$ cat config.mk
export PLATFORM = sky130hd
export DESIGN_NAME = scancode_to_ascii_translator
export DESIGN_NICKNAME = d
export VERILOG_FILES = /design/src/design/sc2a_pkg.sv /design/src/design/sc2a_translate.sv /design/src/design/scancode_to_ascii_translator.sv
export SDC_FILE = /design/constraint.sdc
export NUM_CORES = 1
export LEC_CHECK = 0
export BUFFER_PORTS_ARGS = -buffer_cell sky130_fd_sc_hd__buf_4
export CAP_MARGIN = 30
export CORE_MARGIN = 2
export CORE_UTILIZATION = 45
export DETAILED_ROUTE_END_ITERATION = 7
export SLEW_MARGIN = 30
export SYNTH_ARGS = -nofsm -noshare
export SYNTH_HDL_FRONTEND = slang
export SYNTH_SLANG_ARGS = --single-unit
export TNS_END_PERCENT = 5
$ cat constraint.sdc
create_clock -name aclk -period 10.9 [get_ports aclk]
set_clock_uncertainty 0.1 [all_clocks]
set_input_delay 1.09 -clock aclk [delete_from_list [all_inputs] [get_ports aclk]]
set_output_delay 1.09 -clock aclk [all_outputs]
set_load 0.03 [all_outputs]
$ cat src/design/sc2a_pkg.sv
`default_nettype none
// ----------------------------------------------------------------------------
// sc2a_pkg
// Scan set 1 codes, the keymap table and the shifted-symbol function
// shared by the scan code translator modules.
// ----------------------------------------------------------------------------
package sc2a_pkg;

    localparam int CODE_W       = 8;
    localparam int CHAR_W       = 7;
    localparam int INDEX_W      = 7;
    localparam int TABLE_ENTRIES = 84;

    localparam logic [CODE_W-1:0] CODE_LSHIFT_UP = 8'hAA;
    localparam logic [CODE_W-1:0] CODE_RSHIFT_UP = 8'hB6;
    localparam logic [CODE_W-1:0] CODE_LSHIFT_DN = 8'h2A;
    localparam logic [CODE_W-1:0] CODE_RSHIFT_DN = 8'h36;
    localparam logic [CODE_W-1:0] CODE_CAPS      = 8'h3A;
    localparam int                RELEASE_BIT    = 7;
    localparam logic [CHAR_W-1:0] CASE_OFFSET    = 7'd32;

    localparam logic [CHAR_W-1:0] CHAR_UPPER_A = 7'h41;
    localparam logic [CHAR_W-1:0] CHAR_UPPER_Z = 7'h5A;

    // keyboard flags carried between the stages
    typedef struct packed {
        logic shift_held;
        logic caps_locked;
    } flags_t;

    // US layout, unshifted; zero marks an unmapped key
    localparam logic [CHAR_W-1:0] KEYMAP [TABLE_ENTRIES] = '{
        7'h00, 7'h1B, 7'h31, 7'h32, 7'h33, 7'h34, 7'h35, 7'h36,
        7'h37, 7'h38, 7'h39, 7'h30, 7'h2D, 7'h3D, 7'h08, 7'h09,
        7'h51, 7'h57, 7'h45, 7'h52, 7'h54, 7'h59, 7'h55, 7'h49,
        7'h4F, 7'h50, 7'h5B, 7'h5D, 7'h0D, 7'h00, 7'h41, 7'h53,
        7'h44, 7'h46, 7'h47, 7'h48, 7'h4A, 7'h4B, 7'h4C, 7'h3B,
        7'h27, 7'h60, 7'h00, 7'h5C, 7'h5A, 7'h58, 7'h43, 7'h56,
        7'h42, 7'h4E, 7'h4D, 7'h2C, 7'h2E, 7'h2F, 7'h00, 7'h2A,
        7'h00, 7'h20, 7'h00, 7'h00, 7'h00, 7'h00, 7'h00, 7'h00,
        7'h00, 7'h00, 7'h00, 7'h00, 7'h00, 7'h00, 7'h00, 7'h37,
        7'h38, 7'h39, 7'h2D, 7'h34, 7'h35, 7'h36, 7'h2B, 7'h31,
        7'h32, 7'h33, 7'h30, 7'h2E
    };

    function automatic logic [CHAR_W-1:0] us_shifted(input logic [CHAR_W-1:0] ch);
        logic [CHAR_W-1:0] res;
        unique case (ch)
            7'h31:   res = 7'h21; // 1 !
            7'h32:   res = 7'h40; // 2 @
            7'h33:   res = 7'h23; // 3 #
            7'h34:   res = 7'h24; // 4 $
            7'h35:   res = 7'h25; // 5 %
            7'h36:   res = 7'h5E; // 6 ^
            7'h37:   res = 7'h26; // 7 &
            7'h38:   res = 7'h2A; // 8 *
            7'h39:   res = 7'h28; // 9 (
            7'h30:   res = 7'h29; // 0 )
            7'h2D:   res = 7'h5F; // - _
            7'h3D:   res = 7'h2B; // = +
            7'h5B:   res = 7'h7B; // [ {
            7'h5D:   res = 7'h7D; // ] }
            7'h3B:   res = 7'h3A; // ; :
            7'h27:   res = 7'h22; // ' "
            7'h60:   res = 7'h7E; // ` ~
            7'h5C:   res = 7'h7C; // \ |
            7'h2C:   res = 7'h3C; // , <
            7'h2E:   res = 7'h3E; // . >
            7'h2F:   res = 7'h3F; // / ?
            default: res = ch;
        endcase
        return res;
    endfunction

endpackage
`default_nettype wire

$ cat src/design/sc2a_translate.sv
`default_nettype none
// ----------------------------------------------------------------------------
// sc2a_translate
// Decodes one scan code against the current keyboard flags: shift and caps
// lock updates, keymap lookup, case folding and shifted symbols.
// ----------------------------------------------------------------------------
module sc2a_translate (
    input  wire logic [sc2a_pkg::CODE_W-1:0] code,
    input  wire sc2a_pkg::flags_t            flags,
    output sc2a_pkg::flags_t                 flags_next,
    output logic                             char_valid,
    output logic [sc2a_pkg::CHAR_W-1:0]      ascii_char
);

    logic [sc2a_pkg::CHAR_W-1:0] map_char;
    logic [sc2a_pkg::CHAR_W-1:0] xlat_char;
    logic                        in_table;
    logic                        is_letter;

    assign in_table = (code < sc2a_pkg::CODE_W'(sc2a_pkg::TABLE_ENTRIES));

    always_comb begin
        map_char = '0;
        if (in_table) begin
            map_char = sc2a_pkg::KEYMAP[code[sc2a_pkg::INDEX_W-1:0]];
        end
    end

    assign is_letter = (map_char >= sc2a_pkg::CHAR_UPPER_A) &&
                       (map_char <= sc2a_pkg::CHAR_UPPER_Z);

    always_comb begin
        if (is_letter && !flags.caps_locked) begin
            xlat_char = map_char + sc2a_pkg::CASE_OFFSET;
        end else if (flags.shift_held) begin
            xlat_char = sc2a_pkg::us_shifted(map_char);
        end else begin
            xlat_char = map_char;
        end
    end

    always_comb begin
        flags_next = flags;
        ascii_char = '0;
        priority if (code == sc2a_pkg::CODE_LSHIFT_UP ||
                     code == sc2a_pkg::CODE_RSHIFT_UP) begin
            flags_next.shift_held = 1'b0;
        end else if (code[sc2a_pkg::RELEASE_BIT]) begin
            // other key releases leave everything alone
        end else if (code == sc2a_pkg::CODE_LSHIFT_DN ||
                     code == sc2a_pkg::CODE_RSHIFT_DN) begin
            flags_next.shift_held = 1'b1;
        end else if (code == sc2a_pkg::CODE_CAPS) begin
            flags_next.caps_locked = ~flags.caps_locked;
        end else begin
            ascii_char = xlat_char;
        end
    end

    assign char_valid = (ascii_char != '0);

endmodule
`default_nettype wire

$ cat src/design/scancode_to_ascii_translator.sv
`default_nettype none
// ----------------------------------------------------------------------------
// scancode_to_ascii_translator
// Scan set 1 keyboard byte stream to ASCII characters.
// ----------------------------------------------------------------------------
// Usage:
//   s_ channel carries one scan set 1 byte per transaction in s_tdata.
//   m_ channel returns exactly one transaction per input byte:
//   m_tdata[0] is char_valid, m_tdata[7:1] is ascii_char (zero if invalid).
//   Shift, caps lock and release bytes still produce a transaction, with
//   char_valid low.
//   The byte is captured in the input register, and the lookup and flag
//   update run in one pass into the output register.
//   Throughput is one byte per cycle while m_tready is high; the limit is
//   the combinational lookup between the two registers.
//   When m_tready is low the output register holds its result, the input
//   register still accepts one more byte, and s_tready drops only when both
//   are full.
//   Reset clears shift held and caps lock and empties both registers.
// ----------------------------------------------------------------------------
module scancode_to_ascii_translator (
    input  wire logic       aclk,
    input  wire logic       aresetn,
    input  wire logic       s_tvalid,
    output logic            s_tready,
    input  wire logic [7:0] s_tdata,   // [7:0] scan_code
    output logic            m_tvalid,
    input  wire logic       m_tready,
    output logic [7:0]      m_tdata    // [0] char_valid, [7:1] ascii_char
);

    logic                              in_valid_reg;
    logic [sc2a_pkg::CODE_W-1:0]       code_reg;
    sc2a_pkg::flags_t                  flags_reg;
    sc2a_pkg::flags_t                  flags_next;
    logic                              out_valid_reg;
    logic                              char_valid_reg;
    logic [sc2a_pkg::CHAR_W-1:0]       ascii_char_reg;
    logic                              char_valid_next;
    logic [sc2a_pkg::CHAR_W-1:0]       ascii_char_next;
    logic                              out_free;
    logic                              advance;
    logic                              s_accept;

    assign out_free = !out_valid_reg || m_tready;
    assign advance  = in_valid_reg && out_free;
    assign s_tready = !in_valid_reg || advance;
    assign s_accept = s_tvalid && s_tready;

    sc2a_translate u_translate (
        .code       (code_reg),
        .flags      (flags_reg),
        .flags_next (flags_next),
        .char_valid (char_valid_next),
        .ascii_char (ascii_char_next)
    );

    always_ff @(posedge aclk) begin
        if (!aresetn) begin
            in_valid_reg  <= 1'b0;
            out_valid_reg <= 1'b0;
            flags_reg     <= '0;
        end else begin
            if (s_accept) begin
                in_valid_reg <= 1'b1;
            end else if (advance) begin
                in_valid_reg <= 1'b0;
            end

            if (advance) begin
                out_valid_reg <= 1'b1;
                flags_reg     <= flags_next;
            end else if (m_tready) begin
                out_valid_reg <= 1'b0;
            end
        end
    end

    // payload registers
    always_ff @(posedge aclk) begin
        if (s_accept) begin
            code_reg <= s_tdata;
        end
        if (advance) begin
            char_valid_reg <= char_valid_next;
            ascii_char_reg <= ascii_char_next;
        end
    end

    assign m_tvalid = out_valid_reg;
    assign m_tdata  = {ascii_char_reg, char_valid_reg};

endmodule
`default_nettype wire
---- Word-level counts from Yosys, hierarchy flattened ----
Memory sizes are Yosys's and may differ from the RTL's.
Cells that the tools add are included.
word-level totals
  output and inout port bits .............. 10
  input port bits ......................... 12
  register bits after elaboration ......... 20
  logic and storage cells ................. 81
  ROM bits ................................ 896
  memories ................................ 1
memory list
  memory           words  bits a word  read ports  clocked after memory_dff  write ports  line                  text
  (no name shown)  128    7            1           0                         0            sc2a_translate.sv:25  map_char = sc2a_pkg::KEYMAP[code[sc2a_pkg::INDEX_W-1:0]];
operators by class
  bitwise logic cells ..................... 5
  add/sub/neg operators ................... 1
  reduce and logical (&&, ||, !) cells .... 17
  magnitude comparators ................... 4
  mux-type cells .......................... 19
  equality and inequality tests ........... 27
operators by type and width
  cell                                                        number
  case mux 7 bit (21 select lines)                            1
  == test 7 x 6 -> 1 bit, second input constant               17
  2-to-1 mux 7 bit                                            9
  == test 7 bit, second input constant                        4
  == test 8 x 6 -> 1 bit, second input constant               3
  == test 8 bit, second input constant                        2
  greater-or-equal comparator 8 bit, second input constant    1
  less-than comparator 8 x 7 -> 1 bit, second input constant  1
  2-to-1 mux 1 bit                                            8
  inverter 7 -> 8 bit                                         1
  adder 7 x 6 -> 7 bit, second input constant                 1
  greater-or-equal comparator 7 bit, second input constant    1
  <= comparator 7 bit, second input constant                  1
  nonzero test 7 bit                                          1
  nonzero test 2 bit                                          3
  AND reduction 5 bit                                         1
  logical AND 1 bit                                           4
  logical OR 1 bit                                            4
  inverter 1 bit                                              4
  zero test 1 bit                                             3
  AND reduction 3 bit                                         1
  2-to-1 mux 2 bit                                            1
  != test 2 x 1 -> 1 bit, second input constant               1

---- Depth between registers and ports, before layout ----
  depth in word-level cells ............... 14
  mapped depth ............................ 16

---- By module ----
A second synthesis with hierarchy kept.
second synthesis, totals
  cells, all modules ...................... 317
  area total of the unflattened synthesis .. 2581.2 µm²
by module, submodules not included
  module                        times used  cells an instance  seq. area each (µm²)  area each (µm²)
  sc2a_translate                1           283                0.0                   1921.8
  scancode_to_ascii_translator  1           34                 560.5                 659.4

---- Least setup slack after synthesis ----
No wires, ideal clock.
  path type ............................... register to register
  start ................................... reg code_reg[1] in the netlist's numbering
  end ..................................... reg char_valid_reg, data pin
  setup slack ............................. 6.700 ns
  data required time ...................... 10.528 ns
  library setup time ...................... 0.272 ns
  arrival time ............................ 3.828 ns
  period minus slack after synthesis ...... 4.200 ns
  cell stages (with the launch flop) ...... 16
  cells stage by stage .................... edfxtp_1 buf_2 inv_1 ha_1 buf_2 xnor2_1 a221o_1 a22oi_1 nand3_1 or4b_1 o211ai_1 a211o_2 nor2_1 a221oi_1 o311ai_1 or4_1
between the ends
  word-level cells in the longest chain between the ends .. 14
  elaborated cells on any way between the ends .. 47
ends and longest elaborated chain
  what                                                                   line                                        text
  from (decl)                                                            scancode_to_ascii_translator.sv:33          logic [sc2a_pkg::CODE_W-1:0] code_reg;
  from (signal assigned)                                                 scancode_to_ascii_translator.sv:82          code_reg <= s_tdata;
  inverter 7 -> 8 bit (implied by the code)                              sc2a_translate.sv:25
  memory (128 x 7 bit)                                                   --
  2-to-1 mux 7 bit (implied by the code) (2 in a row)                    sc2a_translate.sv:25
  2-to-1 mux 7 bit                                                       sc2a_translate.sv:24                        if (in_table) begin
  == test 7 x 6 -> 1 bit, or another cell as far along                   sc2a_pkg.sv:48                              unique case (ch)
  case mux 7 bit (21 select lines) or logical AND 1 bit (tied branches)  sc2a_pkg.sv:48, sc2a_translate.sv:29
  2-to-1 mux 7 bit or logical AND 1 bit (tied branches)                  sc2a_translate.sv:35, sc2a_translate.sv:33
  2-to-1 mux 7 bit                                                       sc2a_translate.sv:33                        if (is_letter && !flags.caps_locked) begin
  2-to-1 mux 7 bit                                                       sc2a_translate.sv:53                        end else if (code == sc2a_pkg::CODE_CAPS) begin
  2-to-1 mux 7 bit                                                       sc2a_translate.sv:50                        end else if (code == sc2a_pkg::CODE_LSHIFT_DN ||
  2-to-1 mux 7 bit                                                       sc2a_translate.sv:48                        end else if (code[sc2a_pkg::RELEASE_BIT]) begin
  2-to-1 mux 7 bit (*)                                                   sc2a_translate.sv:45                        priority if (code == sc2a_pkg::CODE_LSHIFT_UP ||
  nonzero test 7 bit (*)                                                 sc2a_translate.sv:60                        assign char_valid = (ascii_char != '0);
  net char_valid_next                                                    scancode_to_ascii_translator.sv:39          logic char_valid_next;
  to (signal assigned)                                                   scancode_to_ascii_translator.sv:85          char_valid_reg <= char_valid_next;
  to (decl)                                                              scancode_to_ascii_translator.sv:37          logic char_valid_reg;
Mark *: on every way through the listed nets, which the timed path passes. The rest lies on a longest branch. The select of a mux whose other input is x is not followed.
A chain may end at the register's enable or synchronous reset.

---- Worst setup path after layout ----
Ends and elaborated chain as after synthesis.

==> flow_summary.toml <==
[grt]
overflow = 0
grt_use_total = 0.218
grt_pass1_wl_um = 11400
grt_max_degree = 46
antenna_found_initial = 0
grt_pass1_vias = 2294

[outcome]
status = "finished, final reports clean"

[critical_path]
cpMostUsedCell = "a211oi_2"
cp_slowest_cell = "edfxtp_1"
crit_fanout = 17
start_kind = "flip-flop"
cp.arrival_ns = 4.90
cp.required_ns = 10.80
r2r-end = "char_valid_reg"
worstPathCellList = "inv_1 -> ha_1 -> mux2_2 -> a221oi_2 -> a211oi_2 -> a21oi_2 -> nand2_1 -> a211oi_2 -> a211o_2 -> o21ai_4 -> a211oi_1 -> o31ai_1 -> or4_1"
path_buf_inv = 1
rrSetupSlack_ns = 5.90
worstRegToRegCells = 13
crit_type = "reg -> reg"
cp_slowest_stage_delay_ns = 0.66
crit_family = "compound AO/OA/AOI/OAI gates"
rr_startpoint = "code_reg[1]"
cp-end-kind = "flip-flop"

[synth]
ys_seq_area_frac = 0.209
yosys_warnings = 0
synth_area_um2 = 2690
async_flop_share = 0
syn-num-nets = 349
synth_seq_cells = 20
synth-main-ff-cell = "edfxtp_1"
synth_cell_types = 83
syn_avg_cell_area_um2 = 8.29
synth-edff-count = 16
syn-instance-count = 324

[clock_tree]
post_cts_resized = 0
clkLatencyLatePin_ns = 0.26
postCtsSetupBuffers = 0
clockBufferDepth = 2
cts_root_buffer = "clkbuf_8"
path_clk_slew_ns = 0.07
clock_sinks = 20
htreeDepth = 1
cts_buffers = 3
hold_buffers = 0
tritoncts = "yes"

[finish]
fin_nets = 351
final_common_cell = "nand2_1"
layout_common_cells = "26 x nand2_1, 24 x buf_4, 22 x nor2_1"
final_util = 0.484
diodes = 0
areaGrowthSynthToFinish_pct = 5.55
drive_gt1_frac = 0.172
largest_register_ff_count = 8
final_cells = 400

[die]
rows = 28
ios = 22
dieArea_um2 = 6600
core_area_um2 = 5850
die_x_um = 81.2
die_y_um = 81.2
start_util = 0.459

[routing]
wl_um = 6890
viasPerCell = 6.40
vias = 2559
drtAntennaViolNets = 0
drt-initial-drc-count = 252
wl_per_cell_um = 17.2
drc = 0
first_pass_iters = 5

[sta]
max_freq_mhz = 200
rsz0062_at_grt = "false"
maxSlewHeadroom = 0.406
tightestPinTransition_ns = 0.889
drv_slew = 0
fin_setup_tns_ns = 0
fin_ws_ns = 5.90
setup_viol = 0
fin_crit_sh = 0.458
final_hold_viol_count = 0
min_period_ns = 5.00

[power]
vdd_drop_max_mv = 0.0824
internal-power_uw = 151
cellPowerDensity_nw_per_um2 = 81.8
combPwrFrac = 0.367
p_seq_frac = 0.396
switching_share = 0.348
p_leak_nw = 1.09
p_switching_uw = 80.6
p_clk_frac = 0.237

[place]
gp_congestion = 0.891
dp_hpwl_um = 5070
place_inst = 396
io_buffers = 21
post-place-ws_ns = 6.04

[run]
maxCapViolations = 0

[min_path]
min_path_type = "reg -> reg"
hold_path_end = "m_tvalid"
hold_depth = 1
min_from = "in_valid_reg"
-- worst register-to-register path: cells and delay by family, from the launching register on --
kind / cells / cell delay, ns
buffers and inverters: 1 / 0.28
muxes: 1 / 0.34
AOI/OAI and AO/OA: 8 / 2.08
adders and majority gates: 1 / 0.47
and+or+nand+nor: 2 / 0.80
DFF: 1 / 0.66
-- worst max path at each step --
stage	from	end	slack [ns]	cells after the start
floorplan	code_reg[1]	char_valid_reg	6.70	15
global placement	code_reg[0]	char_valid_reg	6.17	13
detailed placement	code_reg[1]	char_valid_reg	6.04	13
CTS	code_reg[1]	char_valid_reg	6.02	13
global route	code_reg[1]	char_valid_reg	5.53	13
finish	code_reg[1]	char_valid_reg	5.90	13
-- cell families (layout without fill, tap and decap cells) --
| logic type | Yosys count | count (layout) | share of synthesized area |
|---|---|---|---|
| compound gates | 104 | 104 | 0.323 |
| xor+xnor | 3 | 3 | 0.00979 |
| fa+ha+maj | 13 | 13 | 0.0606 |
| buf+inv | 44 | 45 | 0.0909 |
| flops | 20 | 20 | 0.209 |
| mux | 9 | 9 | 0.0373 |
| simple gates | 131 | 131 | 0.270 |
-- power by group through the flow --
stage	combinational (mW)	clock [mW]	sequential [mW]
6_report	0.0851	0.0549	0.0917
5_1_grt	0.0929	0.0601	0.0923
4_1_cts	0.0839	0.0569	0.0916
3_5_place_dp	0.0836	0	0.0932
3_3_place_gp	0.0841	0	0.0932
2_1_floorplan	0.0653	0	0.0946
-- area by class of cell --
cell class | count | area [um2]
Clock buffer | 4 | 55.1
Fill cell | 559 | 3020
Inverter | 17 | 63.8
Multi-Input combinational cell | 260 | 1880
Sequential cell | 20 | 561
Tap cell | 75 | 93.8
Timing Repair Buffer | 24 | 180
-- metal layers --
| metal | GRT usage | routed length [um] | up-vias |
|---|---|---|---|
| li1 | - | - | 1234 |
| met1 | 0.309 | 3250 | 1214 |
| met2 | 0.352 | 3180 | 99 |
| met3 | 0.0211 | 366 | 12 |
| met4 | 0.0627 | 100 | 0 |
| met5 | 0 | 0 | - |
-- cell usage after synthesis (3+ instances only) --
| cell | n | area (um2) |
|---|---|---|
| mux2_2 | 3 | 33.8 |
| buf_6 | 8 | 90.1 |
| nor3_1 | 11 | 55.1 |
| nand3_1 | 7 | 35.0 |
| edfxtp_1 | 16 | 480 |
| ha_1 | 13 | 163 |
| a221o_1 | 3 | 30.0 |
| a32oi_1 | 3 | 26.3 |
| nand4_1 | 4 | 25.0 |
| inv_1 | 15 | 56.3 |
| a211oi_1 | 5 | 37.5 |
| o21ai_0 | 8 | 40.0 |
| nand2b_1 | 10 | 62.6 |
| a31o_1 | 3 | 26.3 |
| o21a_1 | 4 | 30.0 |
| a221oi_1 | 3 | 26.3 |
| clkbuf_1 | 8 | 30.0 |
| a21oi_1 | 14 | 70.1 |
| o211ai_1 | 10 | 75.1 |
| nor2_1 | 22 | 82.6 |
| a211oi_2 | 3 | 37.5 |
| a31oi_1 | 3 | 18.8 |
| xnor2_1 | 3 | 26.3 |
| nor2b_1 | 12 | 75.1 |
| and2_1 | 9 | 56.3 |
| mux2i_1 | 4 | 40.0 |
| dfxtp_1 | 4 | 80.1 |
| a211o_1 | 4 | 35.0 |
| or3_1 | 6 | 37.5 |
| nand2_1 | 26 | 97.6 |
| buf_2 | 9 | 45.0 |
-- per-stage QoR --
step	power [mW]	cell area, um2	hold WS [ns]
after floorplan	0.160	2690	0.377
after global placement	0.177	2780	0.407
after detailed placement	0.177	2780	0.414
after CTS	0.232	2830	0.432
after global routing	0.245	2830	0.491
final	0.232	2830	0.429
Power figures use the tool's default switching activity.
